==> src/rtl/core/ghd_pkg.sv <==
// Shared types, constants and the static dictionary of the generic header decompressor.
// Depends on nothing; every other file of the block imports it.
`timescale 1ns / 1ps

package ghd_pkg;

    localparam int ADDR_W = 8;
    localparam int DATA_W = 8;
    localparam int ACTION_W = 2;
    localparam int KIND_W = 2;
    localparam int PFX_W = 6;
    localparam int LIT_W = 7;
    localparam int RUN_W = 7;
    localparam int HIST_DEPTH = 256;

    // Default frame limits; the top level takes them as parameters.
    localparam int MAX_PAYLOAD = 127;
    localparam int MAX_RUN = 64;

    // Address prefix and history layout.
    localparam logic [PFX_W-1:0] PREFIX_LEN = 6'd32;
    localparam logic [ADDR_W-1:0] DICT_BASE = 8'd32;
    localparam logic [ADDR_W-1:0] DICT_LAST = 8'd47;
    localparam logic [ADDR_W-1:0] PAYLOAD_BASE = 8'd48;

    // Input actions.
    localparam logic [ACTION_W-1:0] ACT_ADDR = 2'd0;
    localparam logic [ACTION_W-1:0] ACT_STREAM = 2'd1;
    localparam logic [ACTION_W-1:0] ACT_EOF = 2'd2;

    // Result kinds.
    localparam logic [KIND_W-1:0] KIND_BYTE = 2'd0;
    localparam logic [KIND_W-1:0] KIND_END = 2'd1;
    localparam logic [KIND_W-1:0] KIND_ERR = 2'd2;

    // Stream codes.
    localparam logic [7:0] CODE_STOP = 8'h90;
    localparam logic [3:0] TAG_ZERO_RUN = 4'h8;
    localparam logic [2:0] TAG_EXT_ARG = 3'h5;

    localparam logic [7:0] DICT_BYTES [16] = '{
        8'h16, 8'hfe, 8'hfd, 8'h17, 8'hfe, 8'hfd, 8'h00, 8'h01,
        8'h00, 8'h00, 8'h00, 8'h00, 8'h00, 8'h01, 8'h00, 8'h00
    };

    typedef struct packed {
        logic              we;
        logic [ADDR_W-1:0] waddr;
        logic [DATA_W-1:0] wdata;
        logic              re;
        logic [ADDR_W-1:0] raddr;
    } t_mem_req;

    typedef struct packed {
        logic              valid;
        logic [DATA_W-1:0] byte_value;
        logic [KIND_W-1:0] kind;
        logic              last_of_run;
    } t_emit;

endpackage

==> src/rtl/core/ghd_in_if.sv <==
// Input channel of the decompressor: valid/ready handshake carrying action and data byte.
// Depends on ghd_pkg for the field widths.
`timescale 1ns / 1ps

interface ghd_in_if;
    import ghd_pkg::*;

    logic                valid;
    logic                ready;
    logic [ACTION_W-1:0] action;
    logic [DATA_W-1:0]   data_byte;

    modport source (output valid, output action, output data_byte, input ready);
    modport sink (input valid, input action, input data_byte, output ready);
endinterface

==> src/rtl/core/ghd_out_if.sv <==
// Output channel of the decompressor: valid/ready handshake carrying one result word.
// Depends on ghd_pkg for the field widths.
`timescale 1ns / 1ps

interface ghd_out_if;
    import ghd_pkg::*;

    logic              valid;
    logic              ready;
    logic [DATA_W-1:0] byte_value;
    logic [KIND_W-1:0] kind;
    logic              last_of_run;

    modport source (output valid, output byte_value, output kind, output last_of_run,
                    input ready);
    modport sink (input valid, input byte_value, input kind, input last_of_run,
                  output ready);
endinterface

==> src/rtl/core/ghd_hist.sv <==
// History store: 256 x 8 synchronous memory, one write and one registered read port.
// Depends on ghd_pkg for the request struct and the static dictionary.
`timescale 1ns / 1ps

module ghd_hist (
    input  logic              i_clk,
    input  ghd_pkg::t_mem_req i_req,
    output logic [7:0]        o_rdata
);
    import ghd_pkg::*;

    logic [DATA_W-1:0] mem [HIST_DEPTH];
    logic [DATA_W-1:0] r_data;
    logic              r_dict_sel;
    logic [3:0]        r_dict_idx;

    always_ff @(posedge i_clk) begin
        if (i_req.we) begin
            mem[i_req.waddr] <= i_req.wdata;
        end
    end

    // The dictionary entries are never written by payload or address bytes, so
    // reads of that window are answered from the constant table instead of a copy.
    always_ff @(posedge i_clk) begin
        if (i_req.re) begin
            r_data     <= mem[i_req.raddr];
            r_dict_sel <= (i_req.raddr inside {[DICT_BASE:DICT_LAST]});
            r_dict_idx <= i_req.raddr[3:0];
        end
    end

    assign o_rdata = r_dict_sel ? DICT_BYTES[r_dict_idx] : r_data;

endmodule

==> src/rtl/core/ghd_ctrl.sv <==
// Decoder control: frame state, code decoding and the copy/zero-run sequencer.
// Depends on ghd_pkg and ghd_in_if; drives the history store and the result stage.
`timescale 1ns / 1ps

module ghd_ctrl #(
    parameter int MAX_PAYLOAD = ghd_pkg::MAX_PAYLOAD,
    parameter int MAX_RUN     = ghd_pkg::MAX_RUN
) (
    input  logic              i_clk,
    input  logic              i_rst_n,
    ghd_in_if.sink            i_in,
    input  logic              i_slot_free,
    input  logic [7:0]        i_rdata,
    output ghd_pkg::t_mem_req o_mem_req,
    output ghd_pkg::t_emit    o_emit
);
    import ghd_pkg::*;

    localparam logic ST_IDLE = 1'b0;
    localparam logic ST_RUN  = 1'b1;

    localparam logic [9:0] PAYLOAD_LIM = 10'(MAX_PAYLOAD);
    localparam logic [8:0] RUN_LIM     = 9'(MAX_RUN);

    logic              r_state, n_state;
    logic [ADDR_W-1:0] r_wp, n_wp;
    logic [PFX_W-1:0]  r_pfx, n_pfx;
    logic [7:0]        r_sa, n_sa;
    logic [7:0]        r_na, n_na;
    logic [LIT_W-1:0]  r_lit, n_lit;
    logic              r_done, n_done;
    logic [RUN_W-1:0]  r_cnt, n_cnt;
    logic [ADDR_W-1:0] r_src, n_src;
    logic              r_zero, n_zero;
    logic              r_pend, n_pend;

    logic              in_take;
    logic [7:0]        b;
    logic [7:0]        used;
    logic [4:0]        zero_len;
    logic [8:0]        bref_n;
    logic [9:0]        bref_s;
    logic [8:0]        ext_sa;
    logic [8:0]        ext_na;
    logic              pend_take;
    logic              issue;
    logic [DATA_W-1:0] run_byte;

    assign i_in.ready = (r_state == ST_IDLE) && i_slot_free;
    assign in_take    = i_in.valid && i_in.ready;
    assign b          = i_in.data_byte;

    // Decoding only happens once the prefix is complete, so the pointer is at
    // least the payload base here.
    assign used     = r_wp - PAYLOAD_BASE;
    assign zero_len = {1'b0, b[3:0]} + 5'd2;
    assign bref_n   = {1'b0, r_na} + {6'b0, b[5:3]} + 9'd2;
    assign bref_s   = {2'b0, r_sa} + {7'b0, b[2:0]} + {1'b0, bref_n};
    assign ext_sa   = {1'b0, r_sa} + {2'b0, b[3:0], 3'b000};
    assign ext_na   = {1'b0, r_na} + {5'b0, b[4], 3'b000};

    // A byte is read through the registered read port ahead of its write-back. A new read is issued only
    // when the previous word leaves in the same cycle, and the distance is at least
    // two, so the read never targets the entry being written.
    assign pend_take = (r_state == ST_RUN) && r_pend && i_slot_free;
    assign issue     = (r_state == ST_RUN) && (r_cnt != '0) && (!r_pend || pend_take);
    assign run_byte  = r_zero ? '0 : i_rdata;

    always_comb begin
        n_state   = r_state;
        n_wp      = r_wp;
        n_pfx     = r_pfx;
        n_sa      = r_sa;
        n_na      = r_na;
        n_lit     = r_lit;
        n_done    = r_done;
        n_cnt     = r_cnt;
        n_src     = r_src;
        n_zero    = r_zero;
        n_pend    = r_pend;
        o_mem_req = '0;
        o_emit    = '0;

        case (r_state)
            ST_IDLE: begin
                if (in_take) begin
                    case (i_in.action)
                        ACT_ADDR: begin
                            if (r_pfx < PREFIX_LEN) begin
                                o_mem_req.we    = 1'b1;
                                o_mem_req.waddr = {2'b00, r_pfx};
                                o_mem_req.wdata = b;
                                n_pfx           = r_pfx + 1'b1;
                                if (r_pfx == PREFIX_LEN - 1'b1) begin
                                    n_wp = PAYLOAD_BASE;
                                end
                            end
                        end
                        ACT_STREAM: begin
                            if (r_pfx == PREFIX_LEN && !r_done) begin
                                o_emit.last_of_run = 1'b1;
                                if (r_lit != '0) begin
                                    n_lit = r_lit - 1'b1;
                                    if ({2'b00, used} >= PAYLOAD_LIM) begin
                                        o_emit.valid = 1'b1;
                                        o_emit.kind  = KIND_ERR;
                                        n_done       = 1'b1;
                                    end else begin
                                        o_mem_req.we      = 1'b1;
                                        o_mem_req.waddr   = r_wp;
                                        o_mem_req.wdata   = b;
                                        o_emit.valid      = 1'b1;
                                        o_emit.kind       = KIND_BYTE;
                                        o_emit.byte_value = b;
                                        n_wp              = r_wp + 1'b1;
                                    end
                                end else if (b == CODE_STOP) begin
                                    o_emit.valid = 1'b1;
                                    o_emit.kind  = KIND_END;
                                    n_done       = 1'b1;
                                end else if (!b[7]) begin
                                    n_lit = b[6:0];
                                end else if (b[7:4] == TAG_ZERO_RUN) begin
                                    if ({2'b00, used} + {5'b0, zero_len} > PAYLOAD_LIM) begin
                                        o_emit.valid = 1'b1;
                                        o_emit.kind  = KIND_ERR;
                                        n_done       = 1'b1;
                                    end else begin
                                        n_state = ST_RUN;
                                        n_cnt   = {2'b00, zero_len};
                                        n_zero  = 1'b1;
                                    end
                                end else if (b[7:5] == TAG_EXT_ARG) begin
                                    n_sa = ext_sa[8] ? 8'hff : ext_sa[7:0];
                                    n_na = ext_na[8] ? 8'hff : ext_na[7:0];
                                end else begin
                                    // Backreference.
                                    n_sa = '0;
                                    n_na = '0;
                                    if (bref_s > {2'b00, r_wp} || bref_n > RUN_LIM ||
                                        {2'b00, used} + {1'b0, bref_n} > PAYLOAD_LIM) begin
                                        o_emit.valid = 1'b1;
                                        o_emit.kind  = KIND_ERR;
                                        n_done       = 1'b1;
                                    end else begin
                                        n_state = ST_RUN;
                                        n_cnt   = bref_n[RUN_W-1:0];
                                        n_zero  = 1'b0;
                                        n_src   = r_wp - bref_s[7:0];
                                    end
                                end
                            end
                        end
                        ACT_EOF: begin
                            if (!r_done) begin
                                o_emit.valid       = 1'b1;
                                o_emit.kind        = KIND_END;
                                o_emit.last_of_run = 1'b1;
                            end
                            n_pfx  = '0;
                            n_sa   = '0;
                            n_na   = '0;
                            n_lit  = '0;
                            n_done = 1'b0;
                        end
                        default: begin
                        end
                    endcase
                end
            end
            ST_RUN: begin
                if (pend_take) begin
                    o_mem_req.we       = 1'b1;
                    o_mem_req.waddr    = r_wp;
                    o_mem_req.wdata    = run_byte;
                    o_emit.valid       = 1'b1;
                    o_emit.kind        = KIND_BYTE;
                    o_emit.byte_value  = run_byte;
                    o_emit.last_of_run = (r_cnt == '0);
                    n_wp               = r_wp + 1'b1;
                end
                if (issue) begin
                    o_mem_req.re    = !r_zero;
                    o_mem_req.raddr = r_src;
                    n_src           = r_src + 1'b1;
                    n_cnt           = r_cnt - 1'b1;
                    n_pend          = 1'b1;
                end else if (pend_take) begin
                    n_pend = 1'b0;
                    if (r_cnt == '0) begin
                        n_state = ST_IDLE;
                    end
                end
            end
            default: begin
                n_state = ST_IDLE;
            end
        endcase
    end

    always_ff @(posedge i_clk) begin
        if (!i_rst_n) begin
            r_state <= ST_IDLE;
            r_wp    <= '0;
            r_pfx   <= '0;
            r_sa    <= '0;
            r_na    <= '0;
            r_lit   <= '0;
            r_done  <= 1'b0;
            r_cnt   <= '0;
            r_pend  <= 1'b0;
        end else begin
            r_state <= n_state;
            r_wp    <= n_wp;
            r_pfx   <= n_pfx;
            r_sa    <= n_sa;
            r_na    <= n_na;
            r_lit   <= n_lit;
            r_done  <= n_done;
            r_cnt   <= n_cnt;
            r_pend  <= n_pend;
        end
    end

    always_ff @(posedge i_clk) begin
        r_src  <= n_src;
        r_zero <= n_zero;
    end

endmodule

==> src/rtl/core/generic_header_decompressor_unit.sv <==
// Top level of the generic header decompressor: control, history store, result register.
// Depends on ghd_pkg, ghd_in_if, ghd_out_if, ghd_ctrl and ghd_hist.
//
//   Channel  Dir  Fields                          Word accepted when
//   i_in     in   action, data_byte               i_in.valid && i_in.ready
//   o_out    out  byte_value, kind, last_of_run   o_out.valid && o_out.ready
//
// Address bytes, literal bytes, codes and end of frame are each decoded as they are accepted.
// A zero run or backreference of n bytes holds off the input while it streams its n
// words, one word per cycle unless the output stalls, paced by the single history read port.
// Reset is synchronous; no clearing pass, the history needs no initial contents.
// A stalled output word holds in the result register and stalls the sequencer.
`timescale 1ns / 1ps

module generic_header_decompressor_unit #(
    parameter int MAX_PAYLOAD = ghd_pkg::MAX_PAYLOAD,
    parameter int MAX_RUN     = ghd_pkg::MAX_RUN
) (
    input  logic       i_clk,
    input  logic       i_rst_n,
    ghd_in_if.sink     i_in,
    ghd_out_if.source  o_out
);
    import ghd_pkg::*;

    t_mem_req          mem_req;
    t_emit             emit;
    logic [DATA_W-1:0] rdata;
    logic              slot_free;

    logic              r_out_valid;
    logic [DATA_W-1:0] r_out_byte;
    logic [KIND_W-1:0] r_out_kind;
    logic              r_out_last;

    assign slot_free = !r_out_valid || o_out.ready;

    ghd_ctrl #(
        .MAX_PAYLOAD (MAX_PAYLOAD),
        .MAX_RUN     (MAX_RUN)
    ) u_ctrl (
        .i_clk       (i_clk),
        .i_rst_n     (i_rst_n),
        .i_in        (i_in),
        .i_slot_free (slot_free),
        .i_rdata     (rdata),
        .o_mem_req   (mem_req),
        .o_emit      (emit)
    );

    ghd_hist u_hist (
        .i_clk   (i_clk),
        .i_req   (mem_req),
        .o_rdata (rdata)
    );

    always_ff @(posedge i_clk) begin
        if (!i_rst_n) begin
            r_out_valid <= 1'b0;
        end else if (emit.valid) begin
            r_out_valid <= 1'b1;
        end else if (o_out.ready) begin
            r_out_valid <= 1'b0;
        end
    end

    always_ff @(posedge i_clk) begin
        if (emit.valid) begin
            r_out_byte <= emit.byte_value;
            r_out_kind <= emit.kind;
            r_out_last <= emit.last_of_run;
        end
    end

    assign o_out.valid       = r_out_valid;
    assign o_out.byte_value  = r_out_byte;
    assign o_out.kind        = r_out_kind;
    assign o_out.last_of_run = r_out_last;

endmodule
==> src/flat_wrapper.sv <==
// flat-port wrapper written by rule: the top's interface ports become plain ports
module generic_header_decompressor_unit_flat import ghd_pkg::*;
#(
    parameter int MAX_PAYLOAD = ghd_pkg::MAX_PAYLOAD,
    parameter int MAX_RUN     = ghd_pkg::MAX_RUN
)
  (i_clk, i_rst_n, i_in_valid, i_in_action, i_in_data_byte, i_in_ready, o_out_valid, o_out_byte_value, o_out_kind, o_out_last_of_run, o_out_ready);
  ghd_in_if i_in_i ();
  ghd_out_if o_out_i ();
  input  logic i_clk;
  input  logic i_rst_n;
  input wire logic [$bits(i_in_i.valid)-1:0] i_in_valid;
  input wire logic [$bits(i_in_i.action)-1:0] i_in_action;
  input wire logic [$bits(i_in_i.data_byte)-1:0] i_in_data_byte;
  output wire logic [$bits(i_in_i.ready)-1:0] i_in_ready;
  output wire logic [$bits(o_out_i.valid)-1:0] o_out_valid;
  output wire logic [$bits(o_out_i.byte_value)-1:0] o_out_byte_value;
  output wire logic [$bits(o_out_i.kind)-1:0] o_out_kind;
  output wire logic [$bits(o_out_i.last_of_run)-1:0] o_out_last_of_run;
  input wire logic [$bits(o_out_i.ready)-1:0] o_out_ready;
  assign i_in_i.valid = i_in_valid;
  assign i_in_i.action = i_in_action;
  assign i_in_i.data_byte = i_in_data_byte;
  assign i_in_ready = i_in_i.ready;
  assign o_out_valid = o_out_i.valid;
  assign o_out_byte_value = o_out_i.byte_value;
  assign o_out_kind = o_out_i.kind;
  assign o_out_last_of_run = o_out_i.last_of_run;
  assign o_out_i.ready = o_out_ready;
  generic_header_decompressor_unit #(.MAX_PAYLOAD(MAX_PAYLOAD), .MAX_RUN(MAX_RUN)) u_core (.i_clk(i_clk), .i_rst_n(i_rst_n), .i_in(i_in_i), .o_out(o_out_i));
endmodule
==> config.mk <==
export PLATFORM = sky130hd
export DESIGN_NAME = generic_header_decompressor_unit_flat
export DESIGN_NICKNAME = d
export VERILOG_FILES = /design/src/rtl/core/ghd_pkg.sv /design/src/rtl/core/ghd_in_if.sv /design/src/rtl/core/ghd_out_if.sv /design/src/rtl/core/ghd_hist.sv /design/src/rtl/core/ghd_ctrl.sv /design/src/rtl/core/generic_header_decompressor_unit.sv /design/src/flat_wrapper.sv
export SDC_FILE = /design/constraint.sdc
export NUM_CORES = 2
export LEC_CHECK = 0
export BUFFER_PORTS_ARGS = -buffer_cell sky130_fd_sc_hd__buf_2
export CORE_MARGIN = 2
export CORE_UTILIZATION = 47
export CTS_BUF_LIST = sky130_fd_sc_hd__clkbuf_4 sky130_fd_sc_hd__clkbuf_8
export DETAILED_ROUTE_END_ITERATION = 16
export SETUP_SLACK_MARGIN = 0.05
export SYNTH_ARGS = -nofsm -noshare
export SYNTH_HDL_FRONTEND = slang
export SYNTH_SLANG_ARGS = --single-unit
==> constraint.sdc <==
create_clock -name i_clk -period 8.6 [get_ports i_clk]
set_clock_uncertainty 0.2 [all_clocks]
set_input_delay 1.29 -clock i_clk [delete_from_list [all_inputs] [get_ports i_clk]]
set_output_delay 1.29 -clock i_clk [all_outputs]
set_load 0.02 [all_outputs]
## Yosys cells after proc, flatten, opt, wreduce, memory -nomap -nowiden

Memories as Yosys holds them, arrays and structs flattened. A register that Yosys moved wholly into a read port is not among the register bits.
Index checks and enable logic that the tools add are counted.

| operators by class | value |
|---|---|
| add/sub/neg operators | 16 |
| $mul | 0 |
| div/mod/pow operators | 0 |
| $lt $le $gt $ge | 9 |
| equality and inequality tests | 43 |
| shift-type cells | 0 |
| multiplexer cells | 129 |
| bitwise logic cells | 4 |
| reduce and logical (&&, ||, !) cells | 33 |

Operators with widths:

| operator | number |
|---|---|
| 8-bit two-way mux | 38 |
| 7-bit two-way mux | 15 |
| 17-bit two-way mux | 6 |
| 8-bit case mux with 2 select lines | 5 |
| 17-bit case mux with 2 select lines | 2 |
| 1-bit two-way mux | 40 |
| 12-bit two-way mux | 3 |
| 3-bit inequality test (second input constant) | 11 |
| 2-bit inequality test (second input constant) | 16 |
| 10-bit AND reduction | 3 |
| 7-bit case mux with 2 select lines | 2 |
| 12-bit case mux with 2 select lines | 1 |
| 8-bit by 3-bit adder with 9-bit output | 2 |
| 9-bit by 7-bit greater-than comparator with 1-bit output (second input constant) | 2 |
| 2-bit two-way mux | 9 |
| 9-bit two-way mux | 2 |
| 8-bit by 1-bit adder with 8-bit output (second input constant) | 2 |
| 8-bit AND reduction | 2 |
| 5-bit inequality test (second input constant) | 3 |
| 7-bit nonzero test | 2 |
| 7-bit by 1-bit subtractor with 7-bit output (second input constant) | 2 |
| 6-bit case mux with 2 select lines | 1 |
| 8-bit by 9-bit adder with 10-bit output | 1 |
| 9-bit by 9-bit adder with 10-bit output | 1 |
| 40 further kinds | 63 |

| word-level totals | value |
|---|---|
| register bits | 73 |
| bits in latches | 0 |
| memory bits (writable) | 2048 |
| ROM bits | 128 |
| bits of input ports | 14 |
| output and inout port bits | 13 |
| word-level logic and storage cells | 253 |
| memories | 2 |

Memories:

| name | depth | bits a word | read ports | clocked after memory_dff | wr ports | RTL line | RTL |
|---|---|---|---|---|---|---|---|
| u_core.u_hist.mem | 256 | 8 | 1 | 1 | 1 | ghd_hist.sv:12 | `logic [DATA_W-1:0] mem [HIST_DEPTH];` |
| (no name shown) | 16 | 8 | 1 | 0 | 0 | ghd_hist.sv:33 | `assign o_rdata = r_dict_sel ? DICT_BYTES[r_dict_idx] : r_data;` |

## Depth between registers and ports, before layout

| depth | value |
|---|---|
| depth after elaboration | 17 |
| depth in mapped cells | 24 |
| mapped depth without buffers | 24 |

## Hierarchy

Synthesis repeated with hierarchy kept, for this count alone.

| unflattened totals | value |
|---|---|
| cell total of the unflattened synthesis | 4605 |
| area, all modules | 86229.0 µm² |

By module, submodules not included:

| module | instances | cells an instance | area an instance (µm²) | seq. area each (µm²) |
|---|---|---|---|---|
| ghd_hist | 1 | 3910 | 80434.6 | 61889.4 |
| ghd_ctrl | 1 | 680 | 5415.2 | 1131.1 |
| generic_header_decompressor_unit | 1 | 15 | 379.1 | 350.3 |

## Least setup slack after synthesis

No wires, ideal clock.

| timing path | value |
|---|---|
| path type | input to register |
| from | in i_in_action[1] |
| to | mem u_core.u_hist.mem[0][0] (data pin) |
| setup time | 795 ps |
| arrival | 5869 ps |
| required time | 7605 ps |
| slack | 1736 ps |
| stages | 8 |
| path buffers | 2 |
| path through | inv_1 ha_1 clkbuf_1 nand3_1 nor3_1 or2_2 clkbuf_1 a21o_1 |

RTL lines:

| item | RTL line | RTL |
|---|---|---|
| start, declared | flat_wrapper.sv:13 | `input wire logic [$bits(i_in_i.action)-1:0] i_in_action;` |
| end, declared | ghd_hist.sv:12 |  |

==> impl_metrics.yaml <==
pwr:
  p_switching_mw: 4.20
  total_power_mw: 20.1
  ir_worst_vdd_v: 0.000118
  combPwrFrac: 0.012
  clkPwrFrac: 0.426
  leakage_nw: 28.6
  cellInternalPower_mw: 15.9
  p_per_area_mw_per_mm2: 208
  p_seq_frac: 0.562
  netSwitchingFraction: 0.209
synthesis:
  muxShareOfSynthArea: 0.0617
  ys_seq_elements: 2125
  syn_nets: 6051
  ys_seq_area_frac: 0.728
  synthXorXnorAreaFrac: 0.00322
  synth_ff_type: "edfxtp_1"
  synth_top_family_by_area: "simple AND/OR/NAND/NOR gates"
  synth_area_per_cell_um2: 14.6
  synth_edf_count: 2081
  synthArstFlopShare: 0
  synth_cell_types: 87
  synth_compound_area_frac: 0.0809
  ys_warn_count: 0
  syn_area_mm2: 0.0870
  synthAdderAreaFrac: 0.0117
  syn_inst: 5961
  yosys.area_share.simple: 0.0916
cells_and_area:
  fin_area_mm2: 0.0967
  final_nets: 6211
  final_cell_mix: "2081 x edfxtp_1, 874 x nand2_1, 368 x nor2_1"
  drive_gt1_frac: 0.137
  syn_to_final_growth_pct: 11.2
  layout_commonest_cell: "edfxtp_1"
clock_network:
  postCtsHoldBufs: 0
  cts_resized: 0
  root_buffer: "clkbuf_8"
  insertion_delay_ns: 1.07
  htree_levels: 5
  cts_buffer_depth: 4
  cts_sinks: 2125
  post_cts_buffers: 0
  clk_pin_slew_ns: 0.06
  cts_made_buffers: 362
  cts_tree: "yes"
critical_path:
  arrival_ns: 6.90
  path_class: "primary input to flop"
  worstSetupStartpointType: "primary input"
  end_kind: "flop"
  crit_fanout: 11
  crit_required_ns: 9.06
timing:
  layout_setup_ws_ns: 2.16
  min_period_ns: 6.44
  rsz0062_at_grt: "false"
  setup_violations: 0
  holdWs_ns: 0.297
  slew_headroom: 0.163
  fmax_mhz: 155
  drv_slew: 0
  setup_tns_ns: 0
  hold_viol_final: 0
  min_period_over_period: 0.749
  worstMarginPinSlew_ns: 1.22
placed_design:
  dp_slack_ns: 1.10
  port_buffers: 26
  routabilityCongestion: 0.874
  dp_hpwl_um: 157000
  post_dp_cell_area_mm2: 0.0901
hold_path:
  holdCritPathClass: "flop to flop"
floorplanning:
  start_util: 0.474
  dieWidth_um: 434
  die_area_mm2: 0.189
  core_area_mm2: 0.183
  num_rows: 157
  die_y_um: 434
  io_pins: 27
drt:
  drtIter0Drc: 7536
  totalWireLength_um: 267000
  drt-vias-per-instance: 6.24
  route.detailed.drc: 0
  final_antenna_net_count: 0
  wl_per_cell_um: 30.1
  drtPass1Iterations: 8
  vias: 55200
global_routing:
  antenna_found_initial: 13
  overflow: 0
  grt_usage: 0.280
  grt_pass1_vias: 52400
  grt_pass1_wl_um: 380000
  grt_max_degree: 159
flow_run:
  cap_violations: 0
outcome:
  status: "completed"
cell type report:
type                       instances  area [um^2]
antenna                           10         25.0
tap                             2464         3080
fill                           15200        86800
timing repair buffer             170         1470
inverter                          71          289
sequential                      2125        63400
multi-input combinational       3391        21900
clock buffer                     494         6000
clock inverter                   131          613
kinds of logic after synthesis:
logic type,count (synthesis)
buffers and inverters,445
AO/OA/AOI/OAI,1032
adder cells (fa/ha/maj),76
flip-flops,2125
multiplexers,416
XOR/XNOR,32
AND/OR/NAND/NOR,1835
synth_stat cells (all sizes together) (7+ instances only):
master / number / area share
a211oi: 98 / 0.0085
mux2i: 302 / 0.035
a311oi: 13 / 0.0013
buf: 218 / 0.013
o22ai: 60 / 0.0043
a221oi: 52 / 0.0052
o31ai: 7 / 0.00060
o32ai: 8 / 0.00081
a21oi: 233 / 0.013
or3: 14 / 0.0010
nand4: 40 / 0.0029
o311ai: 9 / 0.00091
and2: 21 / 0.0015
o21a: 8 / 0.00069
a2111oi: 29 / 0.0029
nor2: 373 / 0.016
a221o: 7 / 0.00081
a32oi: 42 / 0.0042
nor3: 58 / 0.0033
o221ai: 54 / 0.0054
mux4: 94 / 0.024
a31oi: 93 / 0.0068
o21ai: 146 / 0.0084
inv: 67 / 0.0029
ha: 67 / 0.0096
o211ai: 30 / 0.0027
xnor2: 20 / 0.0020
a21o: 26 / 0.0022
dfxtp: 44 / 0.010
nor2b: 40 / 0.0029
xor2: 12 / 0.0012
clkbuf: 156 / 0.0067
fa: 9 / 0.0021
nand2: 886 / 0.038
nand2b: 10 / 0.00072
nor4: 27 / 0.0019
and3: 46 / 0.0033
mux2: 20 / 0.0026
a22oi: 43 / 0.0037
edfxtp: 2081 / 0.72
nand3: 287 / 0.017
o2111ai: 20 / 0.0022
power by group through the flow:
stage	registers [mW]	logic [mW]	clock network, mW
floorplan	11.5	0.135	0
global placement	11.5	0.242	0
detailed placement	11.5	0.244	0
CTS	11.3	0.246	8.64
global route	11.3	0.269	9.07
finish	11.3	0.246	8.56
state kept, by name, summed over array words and instances, names as in the netlist, 2 cells and up:
name and count:
u_core.o_out.byte_value 8, u_core.o_out.kind 2, u_core.u_ctrl.r_cnt 7, u_core.u_ctrl.r_lit 7
u_core.u_ctrl.r_na 6, u_core.u_ctrl.r_pfx 6, u_core.u_ctrl.r_sa 6, u_core.u_ctrl.r_src 8
u_core.u_ctrl.r_wp 8, u_core.u_hist.mem 2048, u_core.u_hist.r_data 8, u_core.u_hist.r_dict_idx 4
worst max-delay path: stages:
cell and delay, ns:
buf_2 0.17, inv_1 0.11, ha_1 0.28, inv_1 0.04, ha_1 0.21, fa_1 0.62, inv_1 0.07, fa_1 0.47
inv_1 0.07, fa_1 0.42, a21o_1 0.19, a21oi_1 0.22, o21bai_1 0.09, a21oi_1 0.17, xnor2_1 0.16, ha_1 0.30
a211o_1 0.31, a21oi_1 0.11, a31oi_1 0.11, nor4_1 0.41, nand3_1 0.19, o21ai_0 0.23, a21oi_1 0.09, o21ai_0 0.20
nand2_1 0.35
final timing paths:
check                                             from  slack (ns)                    endpoint  cells past startpoint
worst max-delay path                 i_in_data_byte[4]        2.16  u_core.o_out.byte_value[7]                     25
worst min-delay path            u_core.u_ctrl.r_cnt[4]        0.30      u_core.u_ctrl.r_cnt[4]                      2
worst max register to register   u_core.u_ctrl.r_na[1]        2.29  u_core.o_out.byte_value[7]                     24
worst min register to register  u_core.u_ctrl.r_cnt[4]        0.30      u_core.u_ctrl.r_cnt[4]                      2
stage by stage:
| step | util | cells |
|---|---|---|
| 6_report | 0.527 | 8856 |
| 5_1_grt | 0.527 | 8850 |
| 4_1_cts | 0.527 | 8846 |
| 3_5_place_dp | 0.491 | 8221 |
| 3_3_place_gp | 0.491 | 8220 |
| 2_1_floorplan | - | 5961 |
routing by layer:
metal / share of wire / global-route usage / vias to the layer above
li1: - / - / 23400
met1: 0.41 / 0.398 / 28100
met2: 0.46 / 0.427 / 3131
met3: 0.093 / 0.0494 / 548
met4: 0.042 / 0.117 / 10
met5: 0.00027 / 0 / -
Note: power is estimated with default switching activity, not from simulation.
